$ cat config.mk
export PLATFORM = sky130hd
export DESIGN_NAME = mips_subset_execute_step
export DESIGN_NICKNAME = d
export VERILOG_FILES = /design/src/rtl/mse_pkg.sv /design/src/rtl/mips_subset_execute_step.sv
export SDC_FILE = /design/constraint.sdc
export NUM_CORES = 2
export LEC_CHECK = 0
export BUFFER_PORTS_ARGS = -buffer_cell sky130_fd_sc_hd__clkbuf_2
export CAP_MARGIN = 20
export CORE_ASPECT_RATIO = 0.8
export CORE_MARGIN = 1
export CORE_UTILIZATION = 50
export DETAILED_ROUTE_END_ITERATION = 10
export HOLD_SLACK_MARGIN = 0.15
export PLACE_DENSITY = 0.71
export REMOVE_ABC_BUFFERS = 1
export SETUP_SLACK_MARGIN = 0.05
export SLEW_MARGIN = 10
export SYNTH_ARGS = -nofsm -noshare
export SYNTH_HDL_FRONTEND = slang
export SYNTH_SLANG_ARGS = --single-unit
$ cat constraint.sdc
create_clock -name aclk -period 10.3 [get_ports aclk]
set_input_delay 1.545 -clock aclk [delete_from_list [all_inputs] [get_ports aclk]]
set_output_delay 1.545 -clock aclk [all_outputs]
set_load 0.05 [all_outputs]
$ cat src/rtl/mse_pkg.sv
// mse_pkg: opcodes, function codes, syscall selectors and event codes for the
// mips subset execute step. No dependencies.
package mse_pkg;

    // sizes of the fixed fields
    localparam int INSN_W     = 32;
    localparam int LINE_W     = 10;
    localparam int LEN_W      = 11;
    localparam int EVENT_W    = 3;
    localparam int VALUE_W    = 32;
    localparam int REG_ADDR_W = 5;
    localparam int NUM_REGS   = 32;
    localparam int IN_DATA_W  = 48;
    localparam int OUT_DATA_W = 48;

    // default depth of the program store
    localparam int PROGRAM_DEPTH_DEF = 1024;

    // primary opcodes
    localparam logic [5:0] OP_SPECIAL = 6'd0;
    localparam logic [5:0] OP_BEQ     = 6'd4;
    localparam logic [5:0] OP_BNE     = 6'd5;
    localparam logic [5:0] OP_ADDI    = 6'd8;
    localparam logic [5:0] OP_SLTI    = 6'd10;
    localparam logic [5:0] OP_ANDI    = 6'd12;
    localparam logic [5:0] OP_ORI     = 6'd13;
    localparam logic [5:0] OP_LUI     = 6'd15;
    localparam logic [5:0] OP_MUL     = 6'd28;

    // function codes under the special opcode
    localparam logic [5:0] FN_SYSCALL = 6'd12;
    localparam logic [5:0] FN_ADD     = 6'd32;
    localparam logic [5:0] FN_SUB     = 6'd34;
    localparam logic [5:0] FN_AND     = 6'd36;
    localparam logic [5:0] FN_OR      = 6'd37;
    localparam logic [5:0] FN_SLT     = 6'd42;

    // fixed registers used by syscall
    localparam logic [REG_ADDR_W-1:0] REG_ZERO = 5'd0;
    localparam logic [REG_ADDR_W-1:0] REG_V0   = 5'd2;
    localparam logic [REG_ADDR_W-1:0] REG_A0   = 5'd4;

    // syscall selectors in $v0
    localparam logic [VALUE_W-1:0] SYS_PRINT_INT  = 32'd1;
    localparam logic [VALUE_W-1:0] SYS_EXIT       = 32'd10;
    localparam logic [VALUE_W-1:0] SYS_PRINT_CHAR = 32'd11;

    // event codes
    localparam logic [EVENT_W-1:0] EV_NORMAL      = 3'd0;
    localparam logic [EVENT_W-1:0] EV_PRINT_INT   = 3'd1;
    localparam logic [EVENT_W-1:0] EV_PRINT_CHAR  = 3'd2;
    localparam logic [EVENT_W-1:0] EV_EXIT        = 3'd3;
    localparam logic [EVENT_W-1:0] EV_UNKNOWN_SYS = 3'd4;
    localparam logic [EVENT_W-1:0] EV_INVALID     = 3'd5;
    localparam logic [EVENT_W-1:0] EV_OFF_PROGRAM = 3'd6;

endpackage

$ cat src/rtl/mips_subset_execute_step.sv
// mips_subset_execute_step: executes one mips subset instruction a beat against
// a 32 x 32 register file held in a synchronous two-read, one-write memory.
// Depends on mse_pkg.
//
//  channel | direction | tdata fields (low bit up)                   | tuser
//  s_      | in        | instruction_word[31:0], current_line[41:32] | -
//  m_      | out       | next_line[9:0], event_code[12:10],          | -
//          |           | out_value[44:13]                            |
//  cfg_    | in        | program_length[10:0]                        | -
//
// One instruction a cycle unless the result stalls. Register file read, then
// execute and write-back as the item moves into the output register.
// A write in execute is forwarded to the read issued at the same edge.
// Reset clears the valid bit of every register, so all read as zero at once.
// A stalled result holds the execute stage; the input side stalls only when
// the result register and the execute stage are both full and m_tready is low.
module mips_subset_execute_step #(
    parameter int PROGRAM_DEPTH = mse_pkg::PROGRAM_DEPTH_DEF
) (
    input  logic                           aclk,
    input  logic                           aresetn,
    // instruction_word, current_line
    input  logic [mse_pkg::IN_DATA_W-1:0]  s_tdata,
    input  logic                           s_tvalid,
    output logic                           s_tready,
    // next_line, event_code, out_value
    output logic [mse_pkg::OUT_DATA_W-1:0] m_tdata,
    output logic                           m_tvalid,
    input  logic                           m_tready,
    // program_length
    input  logic [mse_pkg::LEN_W-1:0]      cfg_data,
    input  logic                           cfg_valid,
    output logic                           cfg_ready
);
    import mse_pkg::*;

    // register file and its valid bits
    logic [VALUE_W-1:0]  rf_mem [NUM_REGS];
    logic [NUM_REGS-1:0] rf_valid_reg;

    logic [LEN_W-1:0]      prog_len_reg;
    logic [LEN_W-1:0]      limit;

    // execute stage
    logic                  s1_valid_reg;
    logic [INSN_W-1:0]     insn_reg;
    logic [LINE_W-1:0]     line_reg;
    logic [VALUE_W-1:0]    rdata_a_reg, rdata_b_reg;
    logic                  valid_a_reg, valid_b_reg;
    logic                  fwd_a_reg, fwd_b_reg;
    logic [VALUE_W-1:0]    fwd_data_reg;

    // output register
    logic                  m_valid_reg;
    logic [OUT_DATA_W-1:0] m_data_reg;

    logic                  s1_adv, accept;
    logic [INSN_W-1:0]     in_insn;
    logic [REG_ADDR_W-1:0] rd_addr_a, rd_addr_b;
    logic                  in_syscall;

    logic [5:0]            op, fn;
    logic [REG_ADDR_W-1:0] rt, rd;
    logic [15:0]           imm;
    logic [VALUE_W-1:0]    simm, zimm, opa, opb, product;
    logic                  wr_en;
    logic [REG_ADDR_W-1:0] wr_addr;
    logic [VALUE_W-1:0]    wr_data;
    logic                  writes, insn_ok, line_ok, taken;
    logic [16:0]           next_sum;
    logic [EVENT_W-1:0]    event_code;
    logic [VALUE_W-1:0]    out_value;
    logic [LINE_W-1:0]     next_line;
    logic [OUT_DATA_W-1:0] m_data_next;

    // configuration
    assign cfg_ready = 1'b1;

    always_ff @(posedge aclk) begin
        if (!aresetn) begin
            prog_len_reg <= '0;
        end else if (cfg_valid) begin
            prog_len_reg <= cfg_data;
        end
    end

    assign limit = (32'(prog_len_reg) > PROGRAM_DEPTH) ? LEN_W'(PROGRAM_DEPTH) : prog_len_reg;

    // handshake
    assign s1_adv   = !m_valid_reg || m_tready;
    assign s_tready = !s1_valid_reg || s1_adv;
    assign accept   = s_tvalid && s_tready;

    // read addresses: syscall reads $v0 and $a0
    assign in_insn    = s_tdata[INSN_W-1:0];
    assign in_syscall = (in_insn[31:26] == OP_SPECIAL) && (in_insn[5:0] == FN_SYSCALL);
    assign rd_addr_a  = in_syscall ? REG_V0 : in_insn[25:21];
    assign rd_addr_b  = in_syscall ? REG_A0 : in_insn[20:16];

    // memory write and registered reads
    always_ff @(posedge aclk) begin
        if (wr_en) begin
            rf_mem[wr_addr] <= wr_data;
        end
        if (accept) begin
            rdata_a_reg <= rf_mem[rd_addr_a];
            rdata_b_reg <= rf_mem[rd_addr_b];
        end
    end

    // valid bits and forwarding of the write at the read edge
    always_ff @(posedge aclk) begin
        if (!aresetn) begin
            rf_valid_reg <= '0;
        end else if (wr_en) begin
            rf_valid_reg[wr_addr] <= 1'b1;
        end
    end

    always_ff @(posedge aclk) begin
        if (accept) begin
            insn_reg     <= in_insn;
            line_reg     <= s_tdata[INSN_W+LINE_W-1:INSN_W];
            valid_a_reg  <= rf_valid_reg[rd_addr_a];
            valid_b_reg  <= rf_valid_reg[rd_addr_b];
            fwd_a_reg    <= wr_en && (wr_addr == rd_addr_a);
            fwd_b_reg    <= wr_en && (wr_addr == rd_addr_b);
            fwd_data_reg <= wr_data;
        end
    end

    // execute stage occupancy
    always_ff @(posedge aclk) begin
        if (!aresetn) begin
            s1_valid_reg <= 1'b0;
        end else if (accept) begin
            s1_valid_reg <= 1'b1;
        end else if (s1_adv) begin
            s1_valid_reg <= 1'b0;
        end
    end

    // decode
    assign op   = insn_reg[31:26];
    assign fn   = insn_reg[5:0];
    assign rt   = insn_reg[20:16];
    assign rd   = insn_reg[15:11];
    assign imm  = insn_reg[15:0];
    assign simm = {{16{imm[15]}}, imm};
    assign zimm = {16'd0, imm};

    // operands with forwarding
    assign opa = fwd_a_reg ? fwd_data_reg : (valid_a_reg ? rdata_a_reg : '0);
    assign opb = fwd_b_reg ? fwd_data_reg : (valid_b_reg ? rdata_b_reg : '0);

    assign product = opa * opb;
    assign line_ok = {1'b0, line_reg} < limit;

    // branch decision
    assign taken = ((op == OP_BEQ) && (opa == opb)) || ((op == OP_BNE) && (opa != opb));

    // next line: line + 1 or line + offset, 17-bit signed
    assign next_sum = {7'd0, line_reg} + (taken ? {imm[15], imm} : 17'd1);

    // alu, write-back data and syscall
    always_comb begin
        insn_ok    = 1'b0;
        writes     = 1'b0;
        wr_addr    = rt;
        wr_data    = '0;
        event_code = EV_NORMAL;
        out_value  = '0;
        if (op == OP_SPECIAL) begin
            insn_ok = fn inside {FN_ADD, FN_SUB, FN_AND, FN_OR, FN_SLT, FN_SYSCALL};
        end else begin
            insn_ok = op inside {OP_MUL, OP_BEQ, OP_BNE, OP_ADDI, OP_SLTI, OP_ANDI,
                                 OP_ORI, OP_LUI};
        end
        case (op)
            OP_SPECIAL: begin
                wr_addr = rd;
                writes  = (fn != FN_SYSCALL);
                case (fn)
                    FN_ADD:  wr_data = opa + opb;
                    FN_SUB:  wr_data = opa - opb;
                    FN_AND:  wr_data = opa & opb;
                    FN_OR:   wr_data = opa | opb;
                    FN_SLT:  wr_data = VALUE_W'($signed(opa) < $signed(opb));
                    FN_SYSCALL: begin
                        if (opa == SYS_PRINT_INT) begin
                            event_code = EV_PRINT_INT;
                            out_value  = opb;
                        end else if (opa == SYS_PRINT_CHAR) begin
                            event_code = EV_PRINT_CHAR;
                            out_value  = {24'd0, opb[7:0]};
                        end else if (opa == SYS_EXIT) begin
                            event_code = EV_EXIT;
                        end else begin
                            event_code = EV_UNKNOWN_SYS;
                            out_value  = opa;
                        end
                    end
                    default: wr_data = '0;
                endcase
            end
            OP_MUL: begin
                wr_addr = rd;
                writes  = 1'b1;
                wr_data = product;
            end
            OP_BEQ, OP_BNE: writes = 1'b0;
            OP_ADDI: begin
                writes  = 1'b1;
                wr_data = opa + simm;
            end
            OP_SLTI: begin
                writes  = 1'b1;
                wr_data = VALUE_W'($signed(opa) < $signed(simm));
            end
            OP_ANDI: begin
                writes  = 1'b1;
                wr_data = opa & zimm;
            end
            OP_ORI: begin
                writes  = 1'b1;
                wr_data = opa | zimm;
            end
            OP_LUI: begin
                writes  = 1'b1;
                wr_data = {imm, 16'd0};
            end
            default: writes = 1'b0;
        endcase

        // program edge and invalid opcode override everything
        if (!line_ok) begin
            event_code = EV_OFF_PROGRAM;
            out_value  = '0;
        end else if (!insn_ok) begin
            event_code = EV_INVALID;
            out_value  = '0;
        end else if (event_code == EV_NORMAL) begin
            if (next_sum[16] || (next_sum[15:0] >= 16'(limit))) begin
                event_code = EV_OFF_PROGRAM;
            end
        end
    end

    assign next_line = (event_code < EV_EXIT) ? next_sum[LINE_W-1:0] : '0;

    // write-back happens once, when the item leaves execute
    assign wr_en = s1_valid_reg && s1_adv && line_ok && insn_ok && writes &&
                   (wr_addr != REG_ZERO);

    // output register
    assign m_data_next = {3'd0, out_value, event_code, next_line};

    always_ff @(posedge aclk) begin
        if (!aresetn) begin
            m_valid_reg <= 1'b0;
        end else if (s1_valid_reg && s1_adv) begin
            m_valid_reg <= 1'b1;
        end else if (m_tready) begin
            m_valid_reg <= 1'b0;
        end
    end

    always_ff @(posedge aclk) begin
        if (s1_valid_reg && s1_adv) begin
            m_data_reg <= m_data_next;
        end
    end

    assign m_tvalid = m_valid_reg;
    assign m_tdata  = m_data_reg;

    // checks
    a_no_zero_write: assert property (@(posedge aclk) disable iff (!aresetn)
        wr_en |-> wr_addr != REG_ZERO)
        else $error("write to register zero");

    a_line_zero: assert property (@(posedge aclk) disable iff (!aresetn)
        (m_tvalid && m_tdata[12:10] >= EV_EXIT) |-> m_tdata[9:0] == '0)
        else $error("next line not cleared for a stopping event");

    a_value_zero: assert property (@(posedge aclk) disable iff (!aresetn)
        (m_tvalid && (m_tdata[12:10] == EV_NORMAL || m_tdata[12:10] == EV_EXIT ||
                      m_tdata[12:10] == EV_INVALID || m_tdata[12:10] == EV_OFF_PROGRAM))
        |-> m_tdata[44:13] == '0)
        else $error("value not cleared for an event without value");

    a_one_write: assert property (@(posedge aclk) disable iff (!aresetn)
        (wr_en && !accept) |=> !wr_en)
        else $error("item written back twice");

endmodule

* Yosys cells after proc, flatten, opt, wreduce, memory -nomap -nowiden
Memory sizes are Yosys's and may differ from the RTL's. A register that Yosys moved wholly into a read port is not among the register bits.
Cells that the tools add are included.
** Word-level totals
- Register bits :: 168
- Memory bits (writable) :: 1024
- Memories kept :: 1
- Bits of input ports :: 64
- Output and inout bits :: 51
- Logic and storage cells :: 124
** Memory list
- rf_mem :: words 32, bits a word 32, rd ports 2, clocked after memory_dff 2, write ports 1, RTL line mips_subset_execute_step.sv:38 : logic [VALUE_W-1:0] rf_mem [NUM_REGS];
** Cells by class
- Order comparisons :: 10
- Mux-type cells :: 37
- Bitwise logic cells :: 5
- Reductions and logical operators :: 29
- $mul :: 1
- Equal/unequal tests :: 23
- Add/sub/neg operators :: 4
** Operator list (number)
- 2-to-1 mux 32 bit :: 7
- one-hot mux 32 bit (7 select lines) :: 1
- one-hot mux 32 bit (5 select lines) :: 1
- adder 32 bit :: 2
- == test 32 x 4 -> 1 bit, second input constant :: 2
- OR 32 bit :: 2
- == test 6 x 4 -> 1 bit, second input constant :: 7
- bitwise AND 32 x 16 -> 32 bit :: 1
- bitwise AND 32 bit :: 1
- == test 32 x 1 -> 1 bit, second input constant :: 1
- == test 32 bit :: 1
- less-than comparator 32 x 16 -> 1 bit :: 1
- less-than comparator 32 bit :: 1
- multiplier 32 x 32 -> 32 bit :: 1
- inequality test 32 bit :: 1
- OR 32 x 16 -> 32 bit :: 1
- subtractor 32 bit :: 1
- == test 6 bit, second input constant :: 5
- 2-to-1 mux 3 bit :: 9
- less-than comparator 5 x 6 -> 1 bit, second input constant :: 3
- adder 10 x 17 -> 17 bit :: 1
- 2-to-1 mux 17 bit :: 1
- greater-or-equal comparator 16 x 11 -> 1 bit :: 1
- 2-to-1 mux 5 bit :: 3
- 25 further kinds :: 54

* Logic depth before layout (Yosys ltp)
- Depth after elaboration :: 14
- Mapped depth :: 35

* Least setup slack after synthesis
OpenSTA, ideal clock, no wires.
- Kind :: flip-flop to flip-flop
- From :: register valid_a_reg
- To :: register fwd_data_reg[23] (data pin)
- Stages on the path, launching flop included :: 31
- Slack :: 0.901 ns
- Buffers on the path :: 5
- Setup time :: 0.462 ns
- Data arrival time :: 8.937 ns
- Required time :: 9.838 ns
- Period minus slack after synthesis :: 9.399 ns
- Cells stage by stage :: edfxtp_1 -> nor2b_1 -> clkbuf_1 -> clkbuf_1 -> a22o_1 -> clkbuf_1 -> inv_1 -> clkbuf_1 -> nor2_1 -> fa_1 -> fa_1 -> fa_1 -> inv_1 -> fa_1 -> inv_1 -> fa_1 -> inv_1 -> fa_1 -> inv_1 -> fa_1 -> fa_1 -> ha_1 -> clkbuf_1 -> a21oi_1 -> nand2_1 -> a41oi_1 -> o21bai_1 -> a21o_1 -> a21oi_1 -> xor2_1 -> o21ai_0
** Between the ends
- Longest elaborated chain between the ends :: 5
- Elaborated cells on any way between the ends :: 12
- Those cells by class :: 3 x add/sub; 1 x mul; 4 x mux; 4 x bitwise
** Ends and longest elaborated chain
- from (decl) :: RTL line mips_subset_execute_step.sv:49 : logic valid_a_reg, valid_b_reg;
- from (signal assigned) :: RTL line mips_subset_execute_step.sv:124 : valid_a_reg <= rf_valid_reg[rd_addr_a];
- 2-to-1 mux 32 bit (*) (2 in a row) :: RTL line mips_subset_execute_step.sv:153 : assign opa = fwd_a_reg ? fwd_data_reg : (valid_a_reg ? rdata_a_reg : '0);
- parallel branches: the longest is 2 deep, another holds multiplier 32 x 32 -> 32 bit
- one-hot mux 32 bit (7 select lines) (*) :: RTL line mips_subset_execute_step.sv:179 : case (op)
- named net wr_data[23] :: RTL line mips_subset_execute_step.sv:68 : logic [VALUE_W-1:0] wr_data;
- to (signal assigned) :: RTL line mips_subset_execute_step.sv:128 : fwd_data_reg <= wr_data;
- to (decl) :: RTL line mips_subset_execute_step.sv:51 : logic [VALUE_W-1:0] fwd_data_reg;
Mark *: on every way through the listed nets, which the timed path passes.
A chain may end at the register's enable or synchronous reset.

* Worst setup path after layout
- From :: register fwd_b_reg
- To :: memory rf_mem[2][30] (data pin)
** Between the ends
- Longest elaborated chain between the ends :: 4
- Elaborated cells on any way between the ends :: 8
- Those cells by class :: 2 x add/sub; 1 x mul; 3 x mux; 2 x bitwise
** Ends and longest elaborated chain
- from (decl) :: RTL line mips_subset_execute_step.sv:50 : logic fwd_a_reg, fwd_b_reg;
- from (signal assigned) :: RTL line mips_subset_execute_step.sv:127 : fwd_b_reg <= wr_en && (wr_addr == rd_addr_b);
- 2-to-1 mux 32 bit (*) :: RTL line mips_subset_execute_step.sv:154 : assign opb = fwd_b_reg ? fwd_data_reg : (valid_b_reg ? rdata_b_reg : '0);
- parallel branches: the longest is 2 deep, another holds multiplier 32 x 32 -> 32 bit
- one-hot mux 32 bit (7 select lines) (*) :: RTL line mips_subset_execute_step.sv:179
- named net wr_data[30] :: RTL line mips_subset_execute_step.sv:68
- to (decl) :: RTL line mips_subset_execute_step.sv:38
Marked as above.

==> impl_metrics.ini <==
[run_status]
status = finished clean

[finish]
drive_gt1_share_pct = 10.8
stdcell_count = 9526
antenna_cells = 0
regArea_um2 = 37100
area_delta_synth_final_pct = 8.99
final_core_util_pct = 55.1
multi_input_area_um2 = 40400
regMostFlops = rf_mem
largest_reg_flops = 1024
n_fill_cell = 13400
final_nets = 8104

[global_routing]
antenna_found_initial = 15
grt_pass1_wl_um = 420000
grt_max_degree = 203
grt_pass1_vias = 62500
grt_overflow_total = 0
grt_usage_pct = 34.7

[power_and_ir_drop]
p_per_area_nw_per_um2 = 170
vdd_drop_max_mv = 0.261
power.static_leakage_uw = 0.0321

[yosys]
synth_area_leader_cell = edfxtp_1
synthFlopType = edfxtp_1
avgSynthCellArea_um2 = 11.0
synth-edff-count = 1206
syn-instance-count = 7394
synthTopCellsByArea = edfxtp_1 45%, fa_1 10%, ha_1 5.1%
synth_cell_types = 85
post-synth-top-area-fraction_pct = 44.7
synth_commonest_cells = 1,206 x edfxtp_1, 837 x nand2_1, 538 x nor2_1, 515 x inv_1, 503 x clkbuf_1
yosysSeqAreaShare_pct = 45.8
async_reset_ff_share_pct = 0
yosysMostFrequentCell = edfxtp_1
ys_seq_elements = 1251
syn-cell-area_um2 = 81000
synth_warnings = 0

[floorplanning]
ios = 115
dieArea_um2 = 164000
start_util_pct = 50.6
core_um2 = 160000
num_rows = 131
die_w_um = 452
fp.dieH_um = 362

[clock_network]
post-cts-setup-buffers = 0
cts_hold_buf = 0
clk-insertion-delay-late_ns = 0.78
path_clk_slew_ns = 0.06
root_buffer = clkbuf_16
clock_sinks = 1251
cts_tree = built
h-tree-depth = 3
clk_path_buf_depth = 3
cts_resized = 0
numCtsBuffers = 121

[run]
max_cap_violations = 0

[route]
dr.pass1.iters = 6
via_per_inst = 6.85
num_vias = 65200
wl_um = 289000
drc = 0
drt-initial-drc-count = 11000
ant_nets = 0
wl_per_cell_um = 30.4

[sta]
rsz0062_at_grt = false
finalCriticalPeriod_ns = 9.87
fin_worst_skew_ns = 0.0442
slew_headroom_pct = 19.4
slew_viol_final = 0
finalCritPeriodShare_pct = 95.9
worst_pin_slew_ns = 1.20
fin_ws_ns = 0.426
setup_viol = 0
hold_viol = 0
timing.fmax_ghz = 0.101

[placed_design]
io_buffers = 104
dp.cells = 9305
detailed_place_hpwl_um = 182000
pre_cts_ws_ns = 0.673
gp_congestion = 1.03

[critical_path]
worstPathArrival_ns = 10.35
endpoint_kind = flip-flop
path_max_fanout = 33
crit_path_start_kind = flip-flop
worstSetupPathType = reg -> reg
cp.required_ns = 10.77
rrSetupSlack_ns = 0.43

[min_path]
hold_path_class = reg -> reg
-- layer usage --
| layer | track usage (%) | wire (um) | vias to the layer above |
|---|---|---|---|
| li1 | - | - | 27100 |
| met4 | 15.7 | 15300 | 14 |
| met2 | 49.3 | 121000 | 4972 |
| met3 | 10.3 | 42500 | 856 |
| met1 | 48.9 | 111000 | 32300 |
| met5 | 0 | 102 | - |
-- final cells by class --
class	count	area share, %
Inverter	530	2.27
Multi-Input combinational cell	5074	45.7
Timing Repair Buffer	322	2.65
Clock buffer	151	3.59
Tap cell	2128	3.02
Sequential cell	1251	42.0
Clock inverter	70	0.742
-- worst paths after layout --
check	depth (start not counted)	start	to
worst max-delay path	26	fwd_b_reg$_DFFE_PP_	rf_mem[2][30]$_DFFE_PP_
worst min register to register	2	rf_valid_reg[27]$_SDFFE_PN0P_	rf_valid_reg[27]$_SDFFE_PN0P_
worst max register to register	26	fwd_b_reg$_DFFE_PP_	rf_mem[2][30]$_DFFE_PP_
worst min-delay path	2	rf_valid_reg[27]$_SDFFE_PN0P_	rf_valid_reg[27]$_SDFFE_PN0P_
-- stage by stage --
stage                     hold slack, ns  instance area [um2]  total power [uW]  setup TNS [ns]
after floorplan                    0.442                79000              9010        -1365.36
after global placement             0.461                84500             10500               0
after detailed placement           0.466                84500             10600               0
after CTS                          0.475                88300             14900               0
after global routing               0.504                88300             15600               0
final                              0.473                88300             15000               0
-- power breakdown --
part / switching [uW] / total [uW] / internal, uW
sequential: 53.1 / 5720 / 5670
clock: 2010 / 4400 / 2390
combinational: 3180 / 4870 / 1690
total: 5250 / 15000 / 9750
-- cells in the final DEF (no fill, tap or decap), types with 20 or more instances in the layout --
cell type / n
o221ai_1: 288
clkbuf_1: 28
a221oi_1: 27
ha_1: 328
mux4_2: 132
inv_1: 513
mux2_2: 66
a211oi_1: 279
a21oi_1: 202
edfxtp_1: 1206
nand2b_1: 31
nor2_4: 25
and2_1: 272
nor2_1: 513
o22ai_1: 275
a21o_1: 25
o21ai_0: 363
nor3_1: 37
nand2_1: 831
fa_1: 412
nand3_1: 28
xor2_1: 24
clkbuf_2: 104
or3_1: 25
o21bai_1: 25
clkinv_1: 39
conb_1: 36
nor4_1: 28
nor2b_1: 41
dfxtp_1: 45
clkbuf_16: 122
buf_4: 204
clkinv_2: 24
o211ai_1: 20
xnor2_1: 111
a31oi_1: 277
a22o_1: 60
o21a_1: 47
-- critical path, cell delays in order (launching register included) --
cell and delay (ns):
edfxtp_1 0.43, buf_4 0.30, a22oi_2 0.32, buf_4 0.43, clkinv_1 0.65, ha_1 0.54, fa_1 0.51, inv_1 0.06
fa_1 0.39, fa_1 0.51, inv_1 0.04, ha_1 0.18, ha_1 0.29, ha_1 0.29, ha_1 0.31, fa_1 0.44
ha_1 0.23, a2111oi_0 0.88, o21ai_0 0.29, nand4_1 0.40, o2111ai_1 0.28, a31o_2 0.34, a21oi_1 0.22, nand2b_1 0.18
mux2i_1 0.53, o211ai_1 0.22, buf_4 0.29
-- cells by family (layout without fill, tap and decap cells) --
logic type	Yosys count	count (layout)	synth area share (%)
DFF	1251	1251	45.8
muxes	214	214	4.78
and+or+nand+nor	1914	1914	10.5
AOI/OAI and AO/OA	2034	2034	17.0
adders and majority gates	740	740	15.2
other	2	36	0.00927
xor gates and xnor gates	136	136	1.49
buffers and inverters	1103	1073	5.17
Power figures use the tool's default switching activity.
